`config.mk`:
```
export PLATFORM = sky130hd
export DESIGN_NAME = lifting_wavelet_forward_1d
export DESIGN_NICKNAME = d
export VERILOG_FILES = /design/src/rtl/lwf1d_pkg.sv /design/src/rtl/lifting_wavelet_forward_1d.sv
export VERILOG_INCLUDE_DIRS = /design/src /design/src/rtl
export SDC_FILE = /design/constraint.sdc
export NUM_CORES = 1
export LEC_CHECK = 0
export BUFFER_PORTS_ARGS = -buffer_cell sky130_fd_sc_hd__buf_2
export CORE_ASPECT_RATIO = 1.1
export CORE_MARGIN = 2
export CORE_UTILIZATION = 68
export CTS_CLUSTER_DIAMETER = 100
export DETAILED_ROUTE_END_ITERATION = 10
export PLACE_DENSITY = 0.87
export SYNTH_ARGS = -nofsm -noshare
export SYNTH_HDL_FRONTEND = slang
export SYNTH_SLANG_ARGS = --single-unit
```
`constraint.sdc`:
```
create_clock -name clk -period 26.5 [get_ports clk]
set_input_delay 3.975 -clock clk [delete_from_list [all_inputs] [get_ports clk]]
set_output_delay 3.975 -clock clk [all_outputs]
set_load 0.1 [all_outputs]
```
`src/rtl/lifting_wavelet_forward_1d_defines.svh`:
```
`ifndef LIFTING_WAVELET_FORWARD_1D_DEFINES_SVH
`define LIFTING_WAVELET_FORWARD_1D_DEFINES_SVH

// same-cycle implication
`define LWF_ASSERT_NOW(lbl, ante, cons, msg) \
  lbl: assert property (@(posedge clk) disable iff (rst) (ante) |-> (cons)) else $error(msg);

// next-cycle implication
`define LWF_ASSERT_NEXT(lbl, ante, cons, msg) \
  lbl: assert property (@(posedge clk) disable iff (rst) (ante) |=> (cons)) else $error(msg);

`endif

```
`src/rtl/lwf1d_pkg.sv`:
```
package lwf1d_pkg;

  localparam int PixelW  = 8;
  localparam int CoeffW  = 12;
  localparam int WorkW   = 14;
  localparam int EvenTaps = 4;
  localparam int OddTaps  = 3;

  localparam logic [WorkW-1:0] DetailOffset = WorkW'(128);
  localparam logic signed [WorkW-1:0] CoeffMax = WorkW'(2047);
  localparam logic signed [WorkW-1:0] CoeffMin = -WorkW'(2048);

  typedef logic [PixelW-1:0]        pixel_t;
  typedef logic signed [CoeffW-1:0] coeff_t;
  typedef logic signed [WorkW-1:0]  work_t;

  function automatic coeff_t sat12(input work_t v);
    coeff_t r;
    if (v > CoeffMax) begin
      r = CoeffMax[CoeffW-1:0];
    end else if (v < CoeffMin) begin
      r = CoeffMin[CoeffW-1:0];
    end else begin
      r = v[CoeffW-1:0];
    end
    return r;
  endfunction

endpackage

```
`src/rtl/lifting_wavelet_forward_1d.sv`:
```
// Path: an item is captured in the input register, and its result is loaded into
// the result register, from which it can be taken.
// Throughput: one item per cycle; the input register and the result register
// each advance whenever the stage after them is empty or draining.
// Reset (rst, synchronous, active high) empties both stages and clears the
// even and odd lines, the saved detail and the saved approximation to zero.
`include "lifting_wavelet_forward_1d_defines.svh"

module lifting_wavelet_forward_1d
  import lwf1d_pkg::*;
(
  input  logic        clk,
  input  logic        rst,
  input  logic        s_axis_tvalid,
  output logic        s_axis_tready,
  input  logic [7:0]  s_axis_tdata,   // [7:0] pixel
  input  logic [1:0]  s_axis_tuser,   // [0] is_even, [1] row_start
  output logic        m_axis_tvalid,
  input  logic        m_axis_tready,
  output logic [15:0] m_axis_tdata,   // [11:0] coeff, [15:12] zero
  output logic [0:0]  m_axis_tuser    // [0] is_detail
);

  // input register
  logic   in_valid;
  pixel_t in_pixel;
  logic   in_even;
  logic   in_first;

  // line state
  logic [EvenTaps-1:0][PixelW-1:0] even_line;
  logic [OddTaps-1:0][PixelW-1:0]  odd_line;
  coeff_t previous_detail;
  coeff_t saved_approx;

  // result register
  logic   out_valid;
  coeff_t out_coeff;
  logic   out_detail;

  logic   adv;
  pixel_t o0;
  logic [PixelW:0]   sum_near;
  logic [PixelW:0]   sum_far;
  logic [PixelW+4:0] near9;
  work_t  pdiff;
  work_t  pred;
  work_t  d_raw;
  coeff_t d;
  work_t  d_wide;
  work_t  dd_sum;
  work_t  c_div;
  work_t  c_raw;
  coeff_t c;

  assign adv           = in_valid && (!out_valid || m_axis_tready);
  assign s_axis_tready = !in_valid || adv;

  always_comb begin
    // even item uses the odd line as it stands; odd item sees it shifted
    o0       = in_even ? odd_line[0] : odd_line[1];
    sum_near = {1'b0, even_line[1]} + {1'b0, even_line[2]};
    sum_far  = {1'b0, even_line[0]} + {1'b0, even_line[3]};
    near9    = {1'b0, sum_near, 3'b000} + {4'b0000, sum_near};
    pdiff    = $signed({1'b0, near9}) - $signed({5'b00000, sum_far});
    // truncate toward zero
    pred     = $signed(pdiff + {{(WorkW-4){1'b0}}, {4{pdiff[WorkW-1]}}}) >>> 4;
    d_raw    = $signed({{(WorkW-PixelW){1'b0}}, o0}) - pred - $signed(DetailOffset);
    d        = sat12(d_raw);
    d_wide   = {{(WorkW-CoeffW){d[CoeffW-1]}}, d};
    dd_sum   = d_wide + {{(WorkW-CoeffW){previous_detail[CoeffW-1]}}, previous_detail};
    if (in_first) begin
      c_div = $signed(d_wide + {{(WorkW-1){1'b0}}, d_wide[WorkW-1]}) >>> 1;
    end else begin
      c_div = $signed(dd_sum + {{(WorkW-2){1'b0}}, {2{dd_sum[WorkW-1]}}}) >>> 2;
    end
    c_raw    = $signed({{(WorkW-PixelW){1'b0}}, even_line[1]}) + c_div;
    c        = sat12(c_raw);
  end

  always_ff @(posedge clk) begin
    if (rst) begin
      in_valid <= 1'b0;
    end else if (s_axis_tready) begin
      in_valid <= s_axis_tvalid;
    end
    if (s_axis_tvalid && s_axis_tready) begin
      in_pixel <= s_axis_tdata;
      in_even  <= s_axis_tuser[0];
      in_first <= s_axis_tuser[1];
    end
  end

  always_ff @(posedge clk) begin
    if (rst) begin
      even_line       <= '0;
      odd_line        <= '0;
      previous_detail <= '0;
      saved_approx    <= '0;
    end else if (adv) begin
      if (in_even) begin
        previous_detail <= d;
        saved_approx    <= c;
        even_line       <= {in_pixel, even_line[EvenTaps-1:1]};
      end else begin
        odd_line        <= {in_pixel, odd_line[OddTaps-1:1]};
      end
    end
  end

  always_ff @(posedge clk) begin
    if (rst) begin
      out_valid <= 1'b0;
    end else if (adv) begin
      out_valid <= 1'b1;
    end else if (m_axis_tready) begin
      out_valid <= 1'b0;
    end
    if (adv) begin
      out_coeff  <= in_even ? c : d;
      out_detail <= !in_even;
    end
  end

  assign m_axis_tvalid   = out_valid;
  assign m_axis_tdata    = {4'b0000, out_coeff};
  assign m_axis_tuser[0] = out_detail;

  `LWF_ASSERT_NEXT(a_odd_is_detail, adv && !in_even, m_axis_tuser[0], "odd item must give a detail")
  `LWF_ASSERT_NEXT(a_even_emits_saved, adv && in_even, $signed(m_axis_tdata[11:0]) == saved_approx, "even item must emit the saved approximation")
  `LWF_ASSERT_NEXT(a_odd_keeps_even, adv && !in_even, $stable(even_line) && $stable(saved_approx), "odd item disturbed even state")
  `LWF_ASSERT_NEXT(a_stall_holds_input, in_valid && !adv, in_valid && $stable(in_pixel), "stalled input stage lost its item")
  `LWF_ASSERT_NOW(a_out_rise_from_stage, $rose(m_axis_tvalid), $past(adv), "result appeared without a stage advance")

endmodule
```
# After elaboration in Yosys (flattened, before gate mapping)
# Cells that the tools add are included.
[classes]
shift = 0
div_mod_pow = 0
reduce_logical = 10
n_eq_ne = 0
mul = 0
bitwise_logic = 1
add_sub_neg = 11
n_lt_le_gt_ge = 4
mux = 9
[op_table]
columns = ["cell", "count"]
rows = [
  ["two-way mux 12 bit", 5],
  ["adder 8 x 8 -> 9 bit", 2],
  ["adder 13 x 3 -> 14 bit", 1],
  ["adder 14 x 4 -> 14 bit", 1],
  ["adder 9 x 14 -> 14 bit", 1],
  ["greater-than comparator 14 x 12 -> 1 bit (second input constant)", 1],
  ["less-than comparator 14 x 12 -> 1 bit (second input constant)", 1],
  ["two-way mux 14 bit", 1],
  ["subtractor 13 x 9 -> 14 bit", 1],
  ["adder 12 x 12 -> 13 bit", 1],
  ["adder 12 x 2 -> 13 bit", 1],
  ["adder 12 x 9 -> 13 bit", 1],
  ["greater-than comparator 12 bit (second input constant)", 1],
  ["less-than comparator 12 bit (second input constant)", 1],
  ["subtractor 11 x 9 -> 12 bit (second input constant)", 1],
  ["subtractor 9 x 10 -> 11 bit", 1],
  ["two-way mux 8 bit", 1],
  ["AND reduction 2 bit", 2],
  ["zero test 1 bit", 3],
  ["logical AND 1 bit", 2],
  ["logical OR 1 bit", 2],
  ["two-way mux 1 bit", 2],
  ["nonzero test 2 bit", 1],
  ["inverter 1 bit", 1],
]
[totals]
rom_bits = 0
output_inout_bits = 19
ram_bits = 0
word_cells = 50
n_memories = 0
ff_bits = 93
latch_bits = 0

# Depth between registers and ports, before layout
[logic_depth]
word_depth = 17
mapped_depth = 55
depth_no_buf = 54

# Worst setup path after synthesis
# OpenSTA, ideal clock, no wires.
[synth_path]
path_type = "flip-flop to flip-flop"
startpoint = "reg even_line[8] (netlist bit)"
endpoint = "reg out_coeff[10], data pin"
t_arrival_ns = 10.519
period_less_slack_ns = 10.779
setup_time_ns = 0.260
stages_incl_launch_ff = 50
required_ns = 26.240
slack_ns = 15.721
cell_sequence = "dfxtp_1 > ha_1 > inv_1 > fa_1 > xnor2_1 > inv_1 > fa_1 > fa_1 > inv_1 > ha_1 > a21o_1 > a21oi_1 > o21ai_0 > a41oi_1 > ha_1 > a21o_1 > a221o_1 > nand2b_1 > [14 not listed] > a21oi_1 > nand3_1 > nor3b_1 > xor2_1 > nor2_1 > a21oi_1 > inv_1 > fa_1 > nor2b_1 > o21ai_0 > a21boi_0 > o21ai_0 > nand2b_1 > and3_1 > o211a_2 > nand3_2 > a21boi_1 > mux2_2"
[synth_between]
elab_chain_cells = 17
elab_cells_between_ends = 20
[synth_lines]
columns = ["element", "line", "source"]
rows = [
  ["start: declaration", "lifting_wavelet_forward_1d.sv:31", "logic [EvenTaps-1:0][PixelW-1:0] even_line;"],
  ["start signal: assignment", "lifting_wavelet_forward_1d.sv:104", "even_line <= {in_pixel, even_line[EvenTaps-1:1]};"],
  ["adder 8 x 8 -> 9 bit *", "lifting_wavelet_forward_1d.sv:62", "sum_near = {1'b0, even_line[1]} + {1'b0, even_line[2]};"],
  ["adder 12 x 9 -> 13 bit *", "lifting_wavelet_forward_1d.sv:64", "near9 = {1'b0, sum_near, 3'b000} + {4'b0000, sum_near};"],
  ["subtractor 13 x 9 -> 14 bit *", "lifting_wavelet_forward_1d.sv:65", "pdiff = $signed({1'b0, near9}) - $signed({5'b00000, sum_far});"],
  ["adder 14 x 4 -> 14 bit *", "lifting_wavelet_forward_1d.sv:67", "pred = $signed(pdiff + {{(WorkW-4){1'b0}}, {4{pdiff[WorkW-1]}}}) >>> 4;"],
  ["subtractor 9 x 10 -> 11 bit *", "lifting_wavelet_forward_1d.sv:68", "d_raw = $signed({{(WorkW-PixelW){1'b0}}, o0}) - pred - $signed(DetailOffset);"],
  ["subtractor 11 x 9 -> 12 bit *", "lifting_wavelet_forward_1d.sv:68", ""],
  ["less-than comparator 12 bit", "lwf1d_pkg.sv:21", "end else if (v < CoeffMin) begin"],
  ["two-way mux 12 bit", "lwf1d_pkg.sv:21", ""],
  ["[1 not listed]", "--", ""],
  ["named net d[9]", "lifting_wavelet_forward_1d.sv:49", "coeff_t d;"],
  ["adder 12 x 12 -> 13 bit", "lifting_wavelet_forward_1d.sv:71", "dd_sum = d_wide + {{(WorkW-CoeffW){previous_detail[CoeffW-1]}}, previous_detail};"],
  ["adder 13 x 3 -> 14 bit", "lifting_wavelet_forward_1d.sv:75", "c_div = $signed(dd_sum + {{(WorkW-2){1'b0}}, {2{dd_sum[WorkW-1]}}}) >>> 2;"],
  ["two-way mux 14 bit *", "lifting_wavelet_forward_1d.sv:72", "if (in_first) begin"],
  ["adder 9 x 14 -> 14 bit *", "lifting_wavelet_forward_1d.sv:77", "c_raw = $signed({{(WorkW-PixelW){1'b0}}, even_line[1]}) + c_div;"],
  ["less-than comparator 14 x 12 -> 1 bit", "lwf1d_pkg.sv:21", ""],
  ["two-way mux 12 bit", "lwf1d_pkg.sv:21", ""],
  ["two-way mux 12 bit *", "lwf1d_pkg.sv:19", "if (v > CoeffMax) begin"],
  ["two-way mux 12 bit *", "lifting_wavelet_forward_1d.sv:120", "out_coeff <= in_even ? c : d;"],
  ["end signal: assignment", "lifting_wavelet_forward_1d.sv:120", ""],
  ["end: declaration", "lifting_wavelet_forward_1d.sv:38", "coeff_t out_coeff;"],
]
# Mark *: on every way through the listed nets, which the timed path passes. The rest lies on a longest branch.
# A chain may end at the register's enable or synchronous reset.

# Final worst setup path
# Same ends and word-level chain as after synthesis.

==> summary.md <==
| Metric | Value |
|---|---|
| Largest family of logic cells by synthesized area | compound AO/OA/AOI/OAI gates |
| Final wirelength | 16.2 mm |
| Final Hold Viols | 0 |
| # DRC | 0 |
| Worst setup path category | reg -> reg |
| Max IR drop VDD | 0.0376 mV |
| Cell Count, Final, Fillers Out | 950 |
| Sequential area share after synthesis | a little under a third |
| RSZ-0062 raised after global routing | false |
| Synth Area in Simple Gates | 18.4% |
| Sw frac | roughly half |
| Clock root buffer | clkbuf_8 |
| Setup ws final | around 14000 ps |
| Drt first-iter violations | ~310 |
| First-pass GRT wire length | 26.0 mm |
| Die area | 0.0109 sq mm |
| Slew @ Worst Pin | ~1300 ps |
| DRT antenna net count | 0 |
| Post-cts sizing count | 0 |
| Sequential Power Share | 24.0% |
| Area delta synth->final | 5.41% |
| Dpl hpwl | between 10 and 15 mm |
| Die Y | about 110 um |
| CTS clk-pin slew, worst paths | about 100 ps |
| 1st-pass router iterations | 5 |
| Cell family with the largest share of critical-path delay | adder cells |
| CP Buf/Inv Count | 4 |
| Vias in the first global route | around 5500 |
| Worst EP required | approximately 27000 ps |
| Mapped cell area | about 0.007 sq mm |
| Starting Density | a little over two thirds |
| Cts bufs inserted | 9 |
| Post-synthesis mux area share | roughly 2.1% |
| Diode count | 0 |
| Max Transition Viols Final | 0 |
| Rel. slew slack | between 10% and 20% |
| Status | finished, final reports clean |
| Setup_tns | 0 ps |
| Row count | 38 |
| NetSw | approximately 0.00032 W |
| Logic pwr share | 62.1% |
| Fill cells | just over 700 |
| GRT Overall Usage | between 30% and 40% |
| Adder-Cell Fraction of Synth Area | ~17% |
| CORE AREA | 0.00984 sq mm |
| Max Freq | 79.7 MHz |
| Vias | between 5000 and 6000 |
| WL/cell | about 17 um |
| Crit-path max cell delay | approximately 520 ps |
| Top_reg_cell synth | dfxtp_1 |
| Post-synth ARST share | 0% |
| Crit end category | flop |
| Setup bufs post-CTS | 0 |
| Clock buffer depth | 2 |
| PwrDens | slightly above 90 mW/mm^2 |
| Slowest cell on crit path | fa_1 |
| Compound-gate portion of the synthesized area | roughly 19% |
| Avg Cell Area, Syn | roughly 8.4 sq um |
| Pin count of the biggest net entering global routing | between 70 and 80 |
| Vias per cell | between 6 and 7 |
| #FFs+latches synth | 93 |
| Antenna violations before repair | 0 |
| Final Wtd Congestion | ~0.96 |
| Leakage power | between 2 and 3 nW |
| Share of layout cells above drive strength 1 | 10.2% |
| Clock group share of total power | 13.9% |
| Final setup viols | 0 |
| Htree depth | 3 |
| Die Width | ~100 um |
| I/O Buffers | 28 |
| Clock skew | 14.1 ps |
| XOR/XNOR Fraction of Synth Area | 6.87% |
| Cts hold-fix bufs | 0 |
| Placed Cells | just over 900 |
| TritonCTS clock tree | done |
| P_int | 0.000350 W |
| Crit path top cell by count | ha_1 |
| Pre-CTS WS | 14260 ps |
| Yosys warning count | 0 |
| Worst Hold Class | reg -> reg |
| Crit path time final | ~13000 ps |
| Final #Nets | 922 |
| CP Max Fanout | 8 |
| Cells after synthesis | 815 |
| Remaining global-route overflow | 0 |
| Worst Path Arrival | around 13000 ps |
| Max Cap Viol | 0 |
| Worst setup SP type | flop |
| IO Pins | 33 |
| Clock sink count | 93 |
| Synth unique cells | 77 |
| Final period utilization | between 40% and 50% |
| Clk_lat worst skew | 380 ps |
| Number of synthesized flops with an enable pin | 23 |
cell usage in the layout (no fill, tap or decap), types with 15 or more instances in the layout:
| master | netlist | routed |
|---|---|---|
| xnor2_1 | 28 | 28 |
| o21ai_0 | 18 | 18 |
| a21o_1 | 15 | 15 |
| inv_1 | 58 | 58 |
| fa_1 | 19 | 19 |
| ha_1 | 64 | 64 |
| xor2_1 | 22 | 22 |
| nor2_1 | 38 | 37 |
| nand2_1 | 155 | 155 |
| a21oi_1 | 98 | 98 |
| buf_2 | 1 | 28 |
| dfxtp_1 | 70 | 70 |
| edfxtp_1 | 23 | 23 |
state kept, by name, indices dropped and copies added (netlist names):
| register | count |
|---|---|
| in_pixel | 8 |
| previous_detail | 12 |
| odd_line | 24 |
| in_first | 1 |
| out_coeff | 12 |
| even_line | 32 |
| in_valid | 1 |
| m_axis_tuser | 1 |
| m_axis_tvalid | 1 |
| in_even | 1 |
power by group through the flow:
| stage | registers [W] | clock network [W] | logic (W) |
|---|---|---|---|
| after floorplan | 0.000192 | 0 | 0.000296 |
| after global placement | 0.000165 | 0 | 0.000394 |
| after detailed placement | 0.000165 | 0 | 0.000407 |
| after CTS | 0.000162 | 0.0000944 | 0.000412 |
| after global routing | 0.000163 | 0.0000997 | 0.000452 |
| final | 0.000162 | 0.0000936 | 0.000419 |
per-layer routing:
layer | up-vias | global-route usage [%] | routed length (um)
met5 | - | 0 | 0
met4 | 0 | 14.4 | 638
met3 | 54 | 3.85 | 736
met2 | 195 | 53.4 | 8040
met1 | 2666 | 36.5 | 6740
li1 | 2833 | - | -
cells in the mapped netlist, drive strengths merged, types with 4 or more instances:
library cell	n	share of area, %
nand2b	13	1.2
mux2	10	1.6
edfxtp	23	10
dfxtp	70	20
nor2	38	2.1
buf	6	0.57
nand2	155	8.5
nor4	4	0.58
a31oi	4	0.37
a21boi	6	0.66
inv	58	3.2
o21ai	27	2.0
or2	6	0.55
xnor2	30	4.1
o21bai	6	0.66
a211oi	10	1.5
a41oi	4	0.51
nor2b	4	0.37
and3	8	0.73
nand4	4	0.46
xor2	22	2.8
a21oi	99	7.3
a21o	15	1.6
o211ai	7	0.77
nor3	7	0.58
clkbuf	29	1.6
ha	64	12
fa	19	5.6
nand3	12	0.95
path summary, 6_finish.rpt:
path,to,slack [ps],cells past startpoint,from
worst max-delay path,out_coeff[10],13950,51,even_line[8]
worst min-delay path,odd_line[9],450,2,odd_line[17]
worst max register to register,out_coeff[10],13950,51,even_line[8]
worst min register to register,odd_line[9],450,2,odd_line[17]
through the flow:
| step | hold WS [ps] | total power, W | area [sq um] | utilization [%] |
|---|---|---|---|---|
| floorplan | 432 | 0.000489 | 6860 | - |
| global placement | 439 | 0.000559 | 7030 | 71.4 |
| detailed placement | 445 | 0.000572 | 7030 | 71.4 |
| CTS | 455 | 0.000668 | 7220 | 73.4 |
| global route | 468 | 0.000715 | 7220 | 73.4 |
| finish | 454 | 0.000674 | 7220 | 73.4 |
layout make-up:
type,count,area [sq um],area share [%]
timing repair buffer,31,163,2.25
tap,120,150,2.08
multi-input combinational,630,4400,60.9
clock inverter,6,53.8,0.745
sequential,93,2090,29.0
inverter,60,226,3.14
clock buffer,10,138,1.91
tightest hold or removal path, stage by stage, from the launching register on:
cell and delay [ps]:
dfxtp_1 320, nand2_1 50, a21oi_1 50
logic make-up (layout without fill, tap and decap cells):
logic type | count (synthesis) | after routing
xor+xnor | 52 | 52
fa+ha+maj | 83 | 83
other cells | 1 | 4
compound gates | 210 | 210
flops | 93 | 93
buf+inv | 95 | 107
simple gates | 268 | 268
mux | 13 | 13
Note: power is estimated with default switching activity, not from simulation.
